File: config.mk
export PLATFORM = sky130hd
export DESIGN_NAME = wildcard_pattern_matcher
export DESIGN_NICKNAME = d
export VERILOG_FILES = /design/src/hdl/wpm_pkg.sv /design/src/hdl/wpm_store.sv /design/src/hdl/wpm_nfa.sv /design/src/hdl/wildcard_pattern_matcher.sv
export SDC_FILE = /design/constraint.sdc
export NUM_CORES = 1
export LEC_CHECK = 0
export BUFFER_PORTS_ARGS = -buffer_cell sky130_fd_sc_hd__clkbuf_2
export CAP_MARGIN = 5
export CORE_MARGIN = 2
export CORE_UTILIZATION = 60
export DETAILED_ROUTE_END_ITERATION = 7
export GPL_TIMING_DRIVEN = 0
export HOLD_SLACK_MARGIN = 0.06
export PLACE_DENSITY = 0.76
export SLEW_MARGIN = 20
export SYNTH_ARGS = -nofsm -noshare
export SYNTH_HDL_FRONTEND = slang
export SYNTH_SLANG_ARGS = --single-unit
File: constraint.sdc
create_clock -name aclk -period 4.8 [get_ports aclk]
set_input_delay 0.96 -clock aclk [delete_from_list [all_inputs] [get_ports aclk]]
set_output_delay 0.96 -clock aclk [all_outputs]
set_load 0.005 [all_outputs]
File: src/hdl/wpm_pkg.sv
// Shared types, constants and helpers for the wildcard pattern matcher.
// Used by wpm_store, wpm_nfa and the top level; depends on nothing.
`default_nettype none

package wpm_pkg;

    localparam int MAX_PATTERN = 32;
    localparam int POS_W       = MAX_PATTERN + 1;
    localparam int LEN_W       = $clog2(MAX_PATTERN + 1);
    localparam int IDX_W       = (MAX_PATTERN > 1) ? $clog2(MAX_PATTERN) : 1;
    localparam int CLOSE_LVLS  = $clog2(POS_W);

    localparam logic [7:0] STAR_BYTE = 8'h2A;
    localparam logic [7:0] ANY_BYTE  = 8'h3F;

    typedef enum logic {
        OP_LOAD = 1'b0,
        OP_FEED = 1'b1
    } op_t;

    typedef logic [POS_W-1:0]       pos_vec_t;
    typedef logic [MAX_PATTERN-1:0] pat_vec_t;

    // template view handed from the store to the nfa
    typedef struct packed {
        pat_vec_t           star_mask;
        pat_vec_t           hit_mask;
        logic [LEN_W-1:0]   length;
        logic               overflow;
    } tmpl_info_t;

    // one accepted item, as held in the input register
    typedef struct packed {
        op_t        operation;
        logic [7:0] symbol;
        logic       has_symbol;
        logic       last;
    } item_t;

    // position i+1 is reached from i when prop[i+1] is set; parallel prefix
    function automatic pos_vec_t star_closure(input pos_vec_t seed, input pos_vec_t prop);
        pos_vec_t g;
        pos_vec_t p;
        g = seed;
        p = prop;
        for (int k = 0; k < CLOSE_LVLS; k++) begin
            g = g | (p & (g << (1 << k)));
            p = p & (p << (1 << k));
        end
        return g;
    endfunction

endpackage

`default_nettype wire

File: src/hdl/wpm_store.sv
// Template store: bytes, length, overflow and per-position star/hit masks.
// Depends on wpm_pkg.
`default_nettype none

module wpm_store
    import wpm_pkg::*;
(
    input  wire logic       aclk,
    input  wire logic       aresetn,
    input  wire logic       fire,
    input  wire item_t      item,
    output tmpl_info_t      info
);

    logic [7:0]       byte_reg [MAX_PATTERN];
    pat_vec_t         star_reg, star_next;
    pat_vec_t         valid_reg, valid_next;
    logic [LEN_W-1:0] len_reg, len_next;
    logic             ovf_reg, ovf_next;
    logic             open_reg, open_next;
    logic             wr_en;
    logic [IDX_W-1:0] wr_idx;

    always_comb begin
        len_next   = len_reg;
        ovf_next   = ovf_reg;
        valid_next = valid_reg;
        star_next  = star_reg;
        open_next  = open_reg;
        wr_en      = 1'b0;
        wr_idx     = len_reg[IDX_W-1:0];
        if (fire) begin
            if (item.operation == OP_LOAD) begin
                // a load outside an open template starts a new one
                if (!open_reg) begin
                    len_next   = '0;
                    ovf_next   = 1'b0;
                    valid_next = '0;
                end
                wr_idx = len_next[IDX_W-1:0];
                if (item.has_symbol) begin
                    if (len_next < LEN_W'(MAX_PATTERN)) begin
                        wr_en                 = 1'b1;
                        valid_next[wr_idx]    = 1'b1;
                        star_next[wr_idx]     = (item.symbol == STAR_BYTE);
                        len_next              = len_next + LEN_W'(1);
                    end else begin
                        ovf_next = 1'b1;
                    end
                end
                open_next = !item.last;
            end else begin
                open_next = 1'b0;
            end
        end
    end

    always_ff @(posedge aclk) begin
        if (!aresetn) begin
            len_reg   <= '0;
            ovf_reg   <= 1'b0;
            valid_reg <= '0;
            open_reg  <= 1'b0;
        end else begin
            len_reg   <= len_next;
            ovf_reg   <= ovf_next;
            valid_reg <= valid_next;
            open_reg  <= open_next;
        end
    end

    always_ff @(posedge aclk) begin
        star_reg <= star_next;
        if (wr_en) begin
            byte_reg[wr_idx] <= item.symbol;
        end
    end

    // per-position compare against the incoming word byte
    always_comb begin
        for (int p = 0; p < MAX_PATTERN; p++) begin
            info.star_mask[p] = valid_reg[p] & star_reg[p];
            info.hit_mask[p]  = valid_reg[p] & !star_reg[p] &
                                ((byte_reg[p] == ANY_BYTE) || (byte_reg[p] == item.symbol));
        end
        info.length   = len_reg;
        info.overflow = ovf_reg;
    end

endmodule

`default_nettype wire

File: src/hdl/wpm_nfa.sv
// Active position set of the wildcard nfa, advanced once per word byte.
// Depends on wpm_pkg; takes the template view from wpm_store.
`default_nettype none

module wpm_nfa
    import wpm_pkg::*;
(
    input  wire logic        aclk,
    input  wire logic        aresetn,
    input  wire logic        fire,
    input  wire item_t       item,
    input  wire tmpl_info_t  info,
    output logic             res_valid,
    output logic             res_match
);

    pos_vec_t active_reg, active_next;
    logic     running_reg, running_next;
    pos_vec_t prop;
    pos_vec_t start;
    pos_vec_t stepped;
    pos_vec_t cur;

    assign prop = {info.star_mask, 1'b0};

    always_comb begin
        start   = running_reg ? active_reg : star_closure(POS_W'(1), prop);
        stepped = {1'b0, start[MAX_PATTERN-1:0] & info.star_mask}
                | {start[MAX_PATTERN-1:0] & info.hit_mask, 1'b0};
        cur     = item.has_symbol ? star_closure(stepped, prop) : start;

        active_next  = active_reg;
        running_next = running_reg;
        res_valid    = 1'b0;
        if (fire) begin
            if (item.operation == OP_LOAD) begin
                running_next = 1'b0;
            end else begin
                active_next  = cur;
                running_next = !item.last;
                res_valid    = item.last;
            end
        end
        res_match = cur[info.length];
    end

    always_ff @(posedge aclk) begin
        if (!aresetn) begin
            active_reg  <= '0;
            running_reg <= 1'b0;
        end else begin
            active_reg  <= active_next;
            running_reg <= running_next;
        end
    end

endmodule

`default_nettype wire

File: src/hdl/wildcard_pattern_matcher.sv
// Wildcard pattern matcher: checks each streamed word against a stored template
// where '?' is any one byte and '*' any run of bytes. Uses wpm_pkg, wpm_store, wpm_nfa.
//
// Usage: one input word per item on s_*. s_operation = 0 loads template bytes
// (the item with s_last = 1 closes the template), s_operation = 1 feeds word
// bytes. s_has_symbol = 0 gives an item with no byte, e.g. to end an empty word.
// Only the last item of a word gives a result on m_*: m_match and m_overflow
// (template was longer than the store and got truncated).
// Pipeline: an item sits in the input register; its state update and result
// are registered into the output register as it leaves, which it does when
// the output register is empty or m_ready is high.
// Throughput: one item per cycle while no result waits for m_ready, set by the
// bit-parallel update of the active position set (compare, step and star closure).
// Stall: while m_valid waits for m_ready the input register still fills once,
// then s_ready drops until the result is taken.
// Reset: synchronous, active low; clears the template length, overflow flag,
// the word in progress and both pipeline registers.
`default_nettype none

module wildcard_pattern_matcher
    import wpm_pkg::*;
(
    input  wire logic       aclk,
    input  wire logic       aresetn,
    input  wire logic       s_valid,
    output logic            s_ready,
    input  wire logic       s_operation,
    input  wire logic [7:0] s_symbol,
    input  wire logic       s_has_symbol,
    input  wire logic       s_last,
    output logic            m_valid,
    input  wire logic       m_ready,
    output logic            m_match,
    output logic            m_overflow
);

    logic       in_valid_reg;
    item_t      in_item_reg;
    logic       out_valid_reg;
    logic       out_match_reg;
    logic       out_ovf_reg;
    logic       advance;
    logic       fire;
    logic       res_valid;
    logic       res_match;
    tmpl_info_t info;

    assign advance = !out_valid_reg || m_ready;
    assign fire    = in_valid_reg && advance;
    assign s_ready = !in_valid_reg || advance;

    always_ff @(posedge aclk) begin
        if (!aresetn) begin
            in_valid_reg <= 1'b0;
        end else if (s_ready) begin
            in_valid_reg <= s_valid;
        end
    end

    always_ff @(posedge aclk) begin
        if (s_ready && s_valid) begin
            in_item_reg.operation  <= op_t'(s_operation);
            in_item_reg.symbol     <= s_symbol;
            in_item_reg.has_symbol <= s_has_symbol;
            in_item_reg.last       <= s_last;
        end
    end

    wpm_store u_store (
        .aclk    (aclk),
        .aresetn (aresetn),
        .fire    (fire),
        .item    (in_item_reg),
        .info    (info)
    );

    wpm_nfa u_nfa (
        .aclk      (aclk),
        .aresetn   (aresetn),
        .fire      (fire),
        .item      (in_item_reg),
        .info      (info),
        .res_valid (res_valid),
        .res_match (res_match)
    );

    always_ff @(posedge aclk) begin
        if (!aresetn) begin
            out_valid_reg <= 1'b0;
        end else if (advance) begin
            out_valid_reg <= res_valid;
        end
    end

    always_ff @(posedge aclk) begin
        if (res_valid) begin
            out_match_reg <= res_match;
            out_ovf_reg   <= info.overflow;
        end
    end

    assign m_valid    = out_valid_reg;
    assign m_match    = out_match_reg;
    assign m_overflow = out_ovf_reg;

endmodule

`default_nettype wire

* After elaboration in Yosys (flattened, before gate mapping)
Memories as Yosys holds them, arrays and structs flattened.
Cells that the tools add are included.
** Storage, ports and cells
- Flip-flop bits (word level) :: 121
- Memory bits (writable) :: 256
- Output and inout port bits :: 4
- Word-level logic and storage cells :: 321
- Memories :: 1
** Cells by class
- Add/sub/neg operators :: 1
- Magnitude comparators :: 4
- Eq/ne operators :: 65
- Muxes and demuxes :: 32
- Bitwise operators :: 128
- Reductions and logical operators :: 75
** Memories
- u_store.byte_reg :: words 32, width 8, rd ports 32, clocked after Yosys merged registers in 0, write ports 1, line wpm_store.sv:15 : logic [7:0] byte_reg [MAX_PATTERN];
** Operator list (count)
- $and 33x33->33 :: 15
- $or 33x33->33 :: 10
- $eq 8x6->1 const B :: 33
- $eq 8x8->1 :: 32
- $mux 32 :: 5
- $and 1x1->1 :: 96
- $mux 33 :: 2
- $and 32x32->32 :: 2
- $logic_not 1->1 :: 35
- $logic_or 1x1->1 :: 34
- $and 33x4->33 :: 1
- $or 2x33->33 :: 1
- $or 32x33->33 :: 1
- $bwmux 32 :: 1
- $or 32x32->32 :: 1
- $mux 6 :: 5
- $mux 1 :: 15
- $mux 5 :: 2
- $lt 6x7->1 const B :: 1
- $add 6x1->6 const B :: 1
- $bmux 1 s6 :: 1
- $lt 5x6->1 const B :: 1
- $lt 6x6->1 const B :: 1
- $demux 1 s5 :: 1
- other kinds (5) :: 8

* Depth between registers and ports, before layout
Gate-level depths: netlist of the first run.
- Depth after elaboration :: 30
- Depth in mapped cells :: 17
- Depth with buffers taken out :: 13

* Modules after synthesis
From an unflattened synthesis of the first run, not the netlist that was laid out.
** Unflattened totals
- Cells, all modules :: 1820
- Area total of the unflattened synthesis :: 19735.2 um^2
** Modules (own cells, without submodules)
- wpm_store :: times used 1, cells each 1108, area an instance 14720.4 um^2, sequential area each 9449.1 um^2
- wpm_nfa :: times used 1, cells each 690, area an instance 4520.6 um^2, sequential area each 680.7 um^2
- wildcard_pattern_matcher :: times used 1, cells each 22, area an instance 494.2 um^2, sequential area each 430.4 um^2

* Worst setup path after synthesis of the first run
No wires, ideal clock.
- Kind :: register to register
- From :: reg in_item_reg[2] in the netlist's numbering
- To :: reg out_match_reg (netlist: m_match), data pin
- Arrival :: 3.601 ns
- Slack :: 0.924 ns
- Stages on the path, launching flop included :: 15
- Clock period less this slack :: 3.876 ns
- Cells stage by stage :: edfxtp_1 > buf_4 > xor2_1 > nor4_2 > a2111oi_2 > a211oi_2 > o31ai_2 > o211ai_2 > a221oi_2 > o31a_2 > o21ai_0 > mux4_2 > a32o_1 > a211oi_2 > o32ai_2
** Between the ends
- Word-level cells in the longest chain between the ends :: 19
** RTL lines
- from (decl) :: line wildcard_pattern_matcher.sv:38 : item_t in_item_reg;
- $eq 8x8->1 :: line wpm_store.sv:84 : ((byte_reg[p] == ANY_BYTE) || (byte_reg[p] == item.symbol));
- $logic_or 1x1->1 :: line wpm_store.sv:84
- $and 1x1->1 :: line wpm_store.sv:83 : info.hit_mask[p] = valid_reg[p] & !star_reg[p] &
- $and 32x32->32 * :: line wpm_nfa.sv:29 : | {start[MAX_PATTERN-1:0] & info.hit_mask, 1'b0};
- $or 32x33->33 * :: line wpm_nfa.sv:29
- $and 33x33->33 :: line wpm_pkg.sv:47 : g = g | (p & (g << (1 << k)));
- $or 33x33->33 * :: line wpm_pkg.sv:47
- $and 33x33->33 :: line wpm_pkg.sv:47
- [3 not listed]
- $and 33x33->33 :: line wpm_pkg.sv:47
- $or 33x33->33 * :: line wpm_pkg.sv:47
- $and 33x33->33 :: line wpm_pkg.sv:47
- $or 33x33->33 * (2 in series) :: line wpm_pkg.sv:47
- $mux 33 * :: line wpm_nfa.sv:30 : cur = item.has_symbol ? star_closure(stepped, prop) : start;
- $bmux 1 s6 * :: line wpm_nfa.sv:44 : res_match = cur[info.length];
- $mux 1 (implied by the code) * :: line wpm_nfa.sv:44
- named net res_match :: line wildcard_pattern_matcher.sv:45 : logic res_match;
- to (signal assigned) :: line wildcard_pattern_matcher.sv:97 : out_match_reg <= res_match;
- to (decl) :: line wildcard_pattern_matcher.sv:40 : logic out_match_reg;
The timed path passes the listed nets; every way through them passes the cells marked *. The select of a mux whose other input is x is not followed.
A chain may end at the register's enable or synchronous reset.

* Worst setup path in the final report of the first run
- From :: reg in_item_reg[1] in the netlist's numbering
- To :: mem u_store.byte_reg[29][2], enable pin
** Between the ends
- Word-level cells in the longest chain between the ends :: 5
** RTL lines
- $mux 1 :: line wpm_store.sv:41 : if (item.has_symbol) begin
- $mux 1 :: line wpm_store.sv:33 : if (item.operation == OP_LOAD) begin
- $mux 1 :: line wpm_store.sv:32 : if (fire) begin
- $mux 1 :: line wpm_store.sv:74 : if (wr_en) begin
- $mux 1 (implied by the code) :: line wpm_store.sv:75 : byte_reg[wr_idx] <= item.symbol;
- to (decl) :: line wpm_store.sv:15
Every way passes these cells.

==> run metrics, run 1 <==
Clock Skews=16.4 ps; Sequential Area=0.0106 mm^2; DIE AREA=about 0.034 mm^2; Mean Syn Cell Area=around 11 um^2; worst reg-to-reg setup slack=approximately 46 ps; Seq/Total Area, Yosys=~55%; top cells by count, synth=edfxtp_1 (301), xor2_1 (198), nor2_1 (194), nand2_1 (160), a21oi_1 (120); Tot GR Track Use=about a third; Initial Utilization=61.0%; Vias=15,029; top-count cell post-synth=edfxtp_1; Clock Latency Late Sink=between 500 and 600 ps; Yosys warnings=0; Setup Crit Path Kind=register to register; IO Pins=19; Multi-input gate area=around 0.008 mm^2; Peak Freq=~210 MHz; initial antenna violation count=0; DRC=0; CTS buffer count=between 40 and 50; Worst slew margin=a little over a quarter; ANT nets after route=0; Final Worst Setup Slack=about 46 ps; Core Area=approximately 0.032 mm^2; dpl ws=-69.8 ps; number of global-route vias before repair=about 15,000; CP peak stage delay=860 ps; NumNets Final=around 1,900; final setup violation count=0; first-pass GRT wire length=84,800 um; dominant cells by area after synthesis=edfxtp_1 (47%), xor2_1 (9.0%), dfxtp_1 (7.9%); slowest CP cell=nor2_1; CP dominant cell by count=clkbuf_1; measured slew at the worst slew-check pin=around 1100 ps; post-synth top area cell=edfxtp_1; Tcrit/Tclk final=between 90% and 100%; Syn Std Cell Area=0.0193 mm^2; Yosys top cell area share=46.8%; root buffer cell=clkbuf_16; unrepaired setup endpoints after global routing=false; PD cells=~330 mW/mm^2; synthesized instance count=between 1,500 and 2,000; PortBufs=18; Detailed Routing Iterations Pass 1=6; ys flop type=edfxtp_1; Final Wtd Congestion=0.989; Sink Count=around 380; worst path cell trace=clkbuf_1 -> clkbuf_1 -> clkbuf_1 -> nand2_1 -> a21oi_1 -> clkbuf_1 -> nand3b_1 -> nor2_1; Async S/R FF share, synth=0%; Vias/cell=around 6.6; fraction of layout cells with a size suffix above 1=roughly 11%; Rows=65; hold crit path type=register to register; Area growth syn-to-layout=12.3%; final hold slack=422 ps; Pleak=~6.9 nW; Clock transition at path regs=around 70 ps; crit-path max FO=10; EDFF count, synth=301; max reg flops=around 260; Crit path arrival time=roughly 4900 ps; Netlist cell types=between 90 and 100; max-slew violation count=0; max_cap viols=0; CP endpoint kind=register; drt total wl=between 50,000 and 60,000 um; Hold Vio Cnt, Final=0; fin crit period=~4800 ps; Die Wd=about 180 um; CTS tree=done; outcome=finished clean; Detail Placement HPWL=a little under 40,000 um; maximum VDD drop=about 350 uV; H-tree levels=2; filler instances=2,270; buffer depth of the longest clock path=3; total negative slack=0 ps; Die Y=about 180 um; # diodes=0; Syn Nets=1,770; synthesis-stage register bit count=between 300 and 400; Data required, critical path=4980 ps; CP startpoint kind=register; global route overflow=0; pin count of the biggest net entering global routing=33; DR iter-0 viols=~1,800; post-DR wirelength/cell=between 20 and 25 um
[routing by layer]
metal / part of all wire, % / up-vias / global-route usage, % / routed length, um
li1: - / 6737 / - / -
met1: 40 / 7284 / 45.2 / 22400
met2: 46 / 823 / 54.0 / 25600
met3: 9.0 / 185 / 5.44 / 5000
met4: 4.4 / 0 / 14.6 / 2430
met5: 0 / - / 0 / 0
[timing repair]
item,CTS,global route
gates resized for setup,1,8
endpoints found under the setup margin,1,1
hold buffers,0,0
buffers inserted,1,8
pin swaps,0,0
[power breakdown]
group	total, mW	internal (mW)	leakage (nW)	switching (mW)
Clock	3.23	1.91	0.677	1.32
Sequential	3.55	3.53	3.28	0.0160
Combinational	0.417	0.152	2.95	0.265
[cells in the final DEF (no fill, tap or decap), types with 21 or more instances in the layout]
master / count
edfxtp_1: 301
xor2_1: 198
nor2_1: 194
nand2_1: 160
a21oi_1: 117
nand4_1: 87
nor4_1: 87
dfxtp_1: 76
xnor2_1: 56
clkbuf_16: 43
clkbuf_1: 42
nand3_1: 38
nor3_1: 29
o21ai_0: 26
buf_6: 25
inv_1: 21
[metrics by stage]
| step | area (um^2) | utilization, % | std cells | total power [mW] |
|---|---|---|---|---|
| final | 21700 | 68.5 | 2270 | 7.20 |
| after global routing | 21700 | 68.5 | 2270 | 7.37 |
| after CTS | 21600 | 68.2 | 2262 | 7.19 |
| after detailed placement | 20200 | 63.8 | 2187 | 4.02 |
| after global placement | 19900 | 62.9 | 2171 | 3.99 |
| after floorplan | 19300 | - | 1751 | 3.87 |
[worst paths after layout]
check | endpoint | from | cells past startpoint
hold / removal | m_overflow | u_store.ovf_reg | 0
setup / recovery | u_store.byte_reg[29][2] | in_item_reg[1] | 8
hold reg to reg | m_overflow | u_store.ovf_reg | 0
setup reg to reg | u_store.byte_reg[29][2] | in_item_reg[1] | 8
[area by class of cell]
class,count,area share [%]
Clock buffer,49,5.07
Tap cell,402,2.32
Timing Repair Buffer,43,2.11
Inverter,22,0.381
Sequential cell,377,48.7
Clock inverter,25,1.30
Multi-Input combinational cell,1273,37.5
Buffer,79,2.59
[cell families after synthesis]
logic type / count (synthesis) / share of synthesized area, %
AND/OR/NAND/NOR: 691 / 18.1
adder cells (fa/ha/maj): 4 / 0.259
multiplexers: 5 / 0.389
XOR/XNOR: 257 / 11.8
flip-flops: 377 / 54.7
AO/OA/AOI/OAI: 316 / 11.4
buffers and inverters: 101 / 3.33
[critical path: cells and delay by family, from the launching register on]
family | cells | cell delay (ps)
buf+inv | 4 | 1920
simple gates | 3 | 1800
flops | 1 | 420
compound gates | 1 | 230
No activity file was read; power rests on OpenSTA's default activity.
==> run 2: changes to the inputs <==
--- a/config.mk
+++ b/config.mk
@@ -7,12 +7,14 @@
 export LEC_CHECK = 0
 export BUFFER_PORTS_ARGS = -buffer_cell sky130_fd_sc_hd__clkbuf_2
 export CAP_MARGIN = 5
+export CELL_PAD_IN_SITES_DETAIL_PLACEMENT = 1
+export CELL_PAD_IN_SITES_GLOBAL_PLACEMENT = 1
 export CORE_MARGIN = 2
-export CORE_UTILIZATION = 60
+export CORE_UTILIZATION = 52
 export DETAILED_ROUTE_END_ITERATION = 7
 export GPL_TIMING_DRIVEN = 0
 export HOLD_SLACK_MARGIN = 0.06
-export PLACE_DENSITY = 0.76
+export PLACE_DENSITY_LB_ADDON = 0.1
 export SLEW_MARGIN = 20
 export SYNTH_ARGS = -nofsm -noshare
 export SYNTH_HDL_FRONTEND = slang
==> run 2 against run 1 <==
  * First-iteration DRC count down 30%
  * Core utilization down 9.4 points
  * Non-clock buffer count down 3
  * Via count down 0.45%
  * Clock skew up 1.2 ps
  * Fmax up 2.0%
  * Setup slack better by 92 ps
  * Total power down 3.0%
  * Cell count up 2.7%
  * Register-to-register slack better by 90 ps
  * Largest cell class unchanged
  * Largest power group unchanged
==> run metrics, run 2 (same netlist as run 1, synthesis figures left out) <==
post-DR wirelength/cell=around 27 um; DR iter-0 viols=1,254; DIE AREA=0.0387 mm^2; root buffer cell=clkbuf_16; PD cells=around 320 mW/mm^2; unrepaired setup endpoints after global routing=true; # diodes=0; Pleak=around 6.8 nW; max-slew violation count=0; outcome=finished clean; CP dominant cell by count=buf_8; drt total wl=62,500 um; Initial Utilization=a little over half; Core Area=0.0366 mm^2; maximum VDD drop=~330 uV; max reg flops=256; fraction of layout cells with a size suffix above 1=10.9%; CP peak stage delay=roughly 620 ps; pin count of the biggest net entering global routing=33; Vias=between 10,000 and 15,000; Die Y=approximately 200 um; number of global-route vias before repair=~15,000; Rows=70; measured slew at the worst slew-check pin=1120 ps; Area growth syn-to-layout=12.1%; Clock Skews=17.5 ps; Placed Cells=2,254; first-pass GRT wire length=between 90,000 and 100,000 um; crit-path max FO=13; Peak Freq=214 MHz; filler instances=3,879; critical path buffer and inverter count=4; CP endpoint kind=register; Hold Buf Count CTS=0; CTS buffer count=between 40 and 50; final setup violation count=0; max_cap viols=0; buffer depth of the longest clock path=3; Clock transition at path regs=60 ps; Crit path arrival time=about 5000 ps; Tcrit/Tclk final=between 90% and 100%; NumNets Final=roughly 1,900; total chip power=6.99 mW; Tot GR Track Use=32.8%; hold crit path type=register to register; H-tree levels=2; CP startpoint kind=register; fin crit period=approximately 4700 ps; Detailed Routing Iterations Pass 1=5; worst path cell trace=buf_8 -> buf_4 -> buf_6 -> buf_8 -> xor2_1 -> nor4_1 -> a21oi_1 -> a211oi_1 -> or4_1 -> a221oi_2 -> mux2i_1 -> a41o_1 -> a221o_2 -> nor3_1 -> o32ai_2; Worst slew margin=between 20% and 30%; Die Wd=197 um; Data required, critical path=a little over 5000 ps; global route overflow=0; Detail Placement HPWL=about 44,000 um; Sink Count=377; CP delay by family, top=compound AO/OA/AOI/OAI gates; Setup Crit Path Kind=register to register; non-filler cells, final=2,332; Hold Vio Cnt, Final=0; PortBufs=18; initial antenna violation count=0; commonest non-fill, non-tap cell in the layout=edfxtp_1; Clock Latency Late Sink=~570 ps; CTS tree=done; ANT nets after route=0; Final Wtd Congestion=between 0.9 and 1; most frequent cells in the layout=edfxtp_1 (301), xor2_1 (198), nor2_1 (193); IO Pins=19; DRC=0; Vias/cell=6.42; slowest CP cell=or4_1
-- run 2: cell types whose count changed in the layout (fill, tap and decap cells not counted), moves of 3 or more --
| cell | change |
|---|---|
| clkinv_2 | -3 |
| a21oi_2 | +3 |
| buf_8 | +4 |
| buf_4 | -3 |
| clkbuf_1 | +10 |
| clkinv_1 | -3 |
| bufinv_16 | -4 |
| clkbuf_8 | +3 |
| a21oi_1 | -3 |
-- run 2: layout make-up --
cell class              instances  area, um^2  share of cell area, %
flip-flops and latches        377       10600                   48.8
multi-input cells            1273        8180                   37.8
clock buffers                  61        1150                   5.32
well taps                     468         586                   2.71
plain buffers                  78         557                   2.57
repair buffers                 41         428                   1.98
clock inverters                12        95.1                  0.439
inverters                      22        82.6                  0.382
-- run 2: metrics by stage --
stage / hold WS [ps] / setup slack (ps) / area [um^2] / TNS (ps) / utilization [%]
after CTS: 458 / 22.4 / 21500 / 0 / 58.8
after floorplan: 409 / 924 / 19300 / 0 / -
after global placement: 431 / -1100 / 20000 / -4270 / 54.6
after global routing: 482 / -73.2 / 21600 / -73.2 / 59.1
after detailed placement: 445 / -262 / 20300 / -262 / 55.4
final: 459 / 137 / 21600 / 0 / 59.1
-- run 2: worst register-to-register path, cell delays in order, from the launching register on --
cell	delay (ps)
edfxtp_1	480
buf_8	220
buf_4	230
buf_6	230
buf_8	210
xor2_1	180
nor4_1	70
a21oi_1	490
a211oi_1	110
or4_1	630
a221oi_2	360
mux2i_1	140
a41o_1	290
a221o_2	390
nor3_1	220
o32ai_2	140
-- run 2: repair_timing --
action / 4_1_cts / 5_1_grt
buffers inserted: 1 / 5
pin swaps: 0 / 3
resized for setup: 4 / 17
endpoints found under the setup margin: 1 / 10
-- run 2: power breakdown --
group / internal (mW) / switching, mW
registers: 3.53 / 0.0176
clock network: 1.71 / 1.29
logic: 0.148 / 0.278
-- run 2: worst paths after layout --
check | startpoint | endpoint | slack (ps) | cells after the start
worst max-delay path | in_item_reg[7] | m_match | 140 | 15
worst max register to register | in_item_reg[7] | m_match | 140 | 15
worst min register to register | u_nfa.active_reg[20] | u_nfa.active_reg[20] | 460 | 2
worst min-delay path | u_nfa.active_reg[20] | u_nfa.active_reg[20] | 460 | 2
-- run 2: layer usage --
layer  part of all wire (%)  global-route usage [%]  wire (um)
met1                     42                    43.2      26400
met2                     48                    55.5      30200
met3                    6.1                    5.24       3840
met4                    3.3                    11.1       2080
met5                      0                       0          0
==> run 3: changes to the inputs <==
--- a/config.mk
+++ b/config.mk
@@ -5,12 +5,13 @@
 export SDC_FILE = /design/constraint.sdc
 export NUM_CORES = 1
 export LEC_CHECK = 0
-export BUFFER_PORTS_ARGS = -buffer_cell sky130_fd_sc_hd__clkbuf_2
+export BUFFER_PORTS_ARGS = -buffer_cell sky130_fd_sc_hd__buf_4
 export CAP_MARGIN = 5
 export CELL_PAD_IN_SITES_DETAIL_PLACEMENT = 1
 export CELL_PAD_IN_SITES_GLOBAL_PLACEMENT = 1
 export CORE_MARGIN = 2
 export CORE_UTILIZATION = 52
+export CTS_CLUSTER_SIZE = 30
 export DETAILED_ROUTE_END_ITERATION = 7
 export GPL_TIMING_DRIVEN = 0
 export HOLD_SLACK_MARGIN = 0.06
==> run 3 against run 2 <==
  * Critical path depth is 7 lower
  * Global-route usage increased by 1.1 points
  * Via count up 1.5%
  * Non-clock buffer count fell by 1
  * Routed wire length up 3.4%
  * Setup slack got worse by 120 ps
  * Hold slack got worse by 5.5 ps
  * Clock skew increased by 10 ps
==> run metrics, run 3 (same netlist as run 1, synthesis figures left out) <==
Clock Latency Late Sink=570 ps; CP startpoint kind=register; worst reg-to-reg setup slack=roughly 18 ps; CP endpoint kind=register; Die Wd=between 150 and 200 um; ANT nets after route=0; CTS buffer count=40; R2R depth=8; IO Pins=19; FF-to-FF End=u_store.byte_reg[15][1]; root buffer cell=clkbuf_16; max reg flops=around 260; final hold slack=roughly 450 ps; Worst Min Path Start=u_store.ovf_reg; Post-Route Utilization=between 50 and 60%; Area growth syn-to-layout=12.5%; met3 wire len=3970 um; Clock transition at path regs=about 60 ps; Vias/cell=between 6 and 7; H-tree levels=2; Clock Skews=~28 ps; fraction of layout cells with a size suffix above 1=11.3%; most frequent cells in the layout=edfxtp_1 (301), xor2_1 (198), nor2_1 (187); fin crit period=4780 ps; # diodes=0; PortBufs=18; Tcrit/Tclk final=between 90% and 100%; Worst slew margin=around 28%; unrepaired setup endpoints after global routing=true; DRC=0; Sink Count=377; Final Wtd Congestion=approximately 0.93; DR iter-0 viols=around 1,200; Pleak=between 6 and 7 nW; Met2 Routed Length=31,300 um; initial antenna violation count=0; total negative slack=0 ps; hold crit path type=register to register; dpl cell area=0.0204 mm^2; Final Cell Area=0.0217 mm^2; Vias=roughly 15,000; Rows=70; drt total wl=between 60,000 and 70,000 um; Setup Crit Path Kind=register to register; CTS tree=done; Peak Freq=between 200 and 250 MHz; max_cap viols=0; Crit path arrival time=4970 ps; filler instances=~3,800; WHS Path Cells=0; commonest non-fill, non-tap cell in the layout=edfxtp_1; pin count of the biggest net entering global routing=33; crit-path max FO=10; Metal-1 WL=~27,000 um; first-pass GRT wire length=97,900 um; measured slew at the worst slew-check pin=about 1100 ps; global route overflow=0; NumNets Final=approximately 1,900; buffer depth of the longest clock path=3; DIE AREA=0.0387 mm^2; Data required, critical path=roughly 5000 ps; final setup violation count=0; Core Area=between 0.03 and 0.04 mm^2; Max Used Layer=met4; Initial Utilization=~53%; maximum VDD drop=approximately 360 uV; Detailed Routing Iterations Pass 1=5; hold endpoint=m_overflow; CP Launch Point=in_item_reg[1]; number of global-route vias before repair=approximately 16,000; Reg-to-Reg Start=in_item_reg[1]; Detail Placement HPWL=~45,000 um; max-slew violation count=0; post-DR wirelength/cell=roughly 28 um; Die Y=197 um; PD cells=about 320 mW/mm^2; Tot GR Track Use=approximately 34%; Hold Vio Cnt, Final=0; outcome=finished clean
-- run 3: cell count changes in the layout (fill, tap and decap cells not counted), sizes merged --
cell      previous run  this run
inv                 22        23
clkbuf             117        85
bufinv               1         2
clkinv              10        18
buf                 63        80
clkinvlp             1         2
-- run 3: final cells by class --
type                    count  area, um^2  area share [%]
flip-flops and latches    377       10600            48.7
multi-input cells        1273        8220            37.9
clock buffers              47        1030            4.73
well taps                 468         586            2.70
plain buffers              79         561            2.58
repair buffers             39         499            2.30
clock inverters            23         170           0.784
inverters                  22        82.6           0.381
-- run 3: metal layers --
layer  track usage, %  up-vias
li1                 -     6720
met1             43.4     7763
met2             57.8      549
met3             5.42      155
met4             14.0        0
met5                0        -
-- run 3: power breakdown --
part | internal [mW] | switching (mW)
logic | 0.155 | 0.282
clock network | 1.64 | 1.30
registers | 3.53 | 0.0170
total | 5.32 | 1.60
-- run 3: timing repair --
| action | in CTS | in global routing |
|---|---|---|
| setup endpoints to repair | 3 | 90 |
| resized for setup | 5 | 26 |
| buffers inserted | 2 | 1 |
| hold buffers | 0 | 0 |
| pin swaps | 0 | 2 |
-- run 3: worst max path at each step --
stage,end,slack (ps),depth (start not counted)
CTS,m_match,0.7,15
finish,u_store.byte_reg[15][1],20,8
global route,u_store.byte_reg[25][4],-90,8
detailed placement,m_match,-460,16
floorplan,m_match,920,14
global placement,m_match,-1100,16
-- run 3: worst max-delay path: stages (launching register included) --
cell,delay [ps]
edfxtp_1,410
clkbuf_1,410
clkbuf_1,530
clkbuf_1,610
nand2_1,150
a21oi_1,230
clkbuf_1,370
nand3_1,860
nor2_1,810
-- run 3: metrics by stage --
stage / worst slack [ps] / total power, mW / instances
floorplan: 924 / 3.87 / 1751
global placement: -1100 / 4.00 / 2237
detailed placement: -458 / 4.05 / 2255
CTS: 0.744 / 6.95 / 2327
global route: -90.6 / 7.09 / 2328
finish: 18.0 / 6.92 / 2328
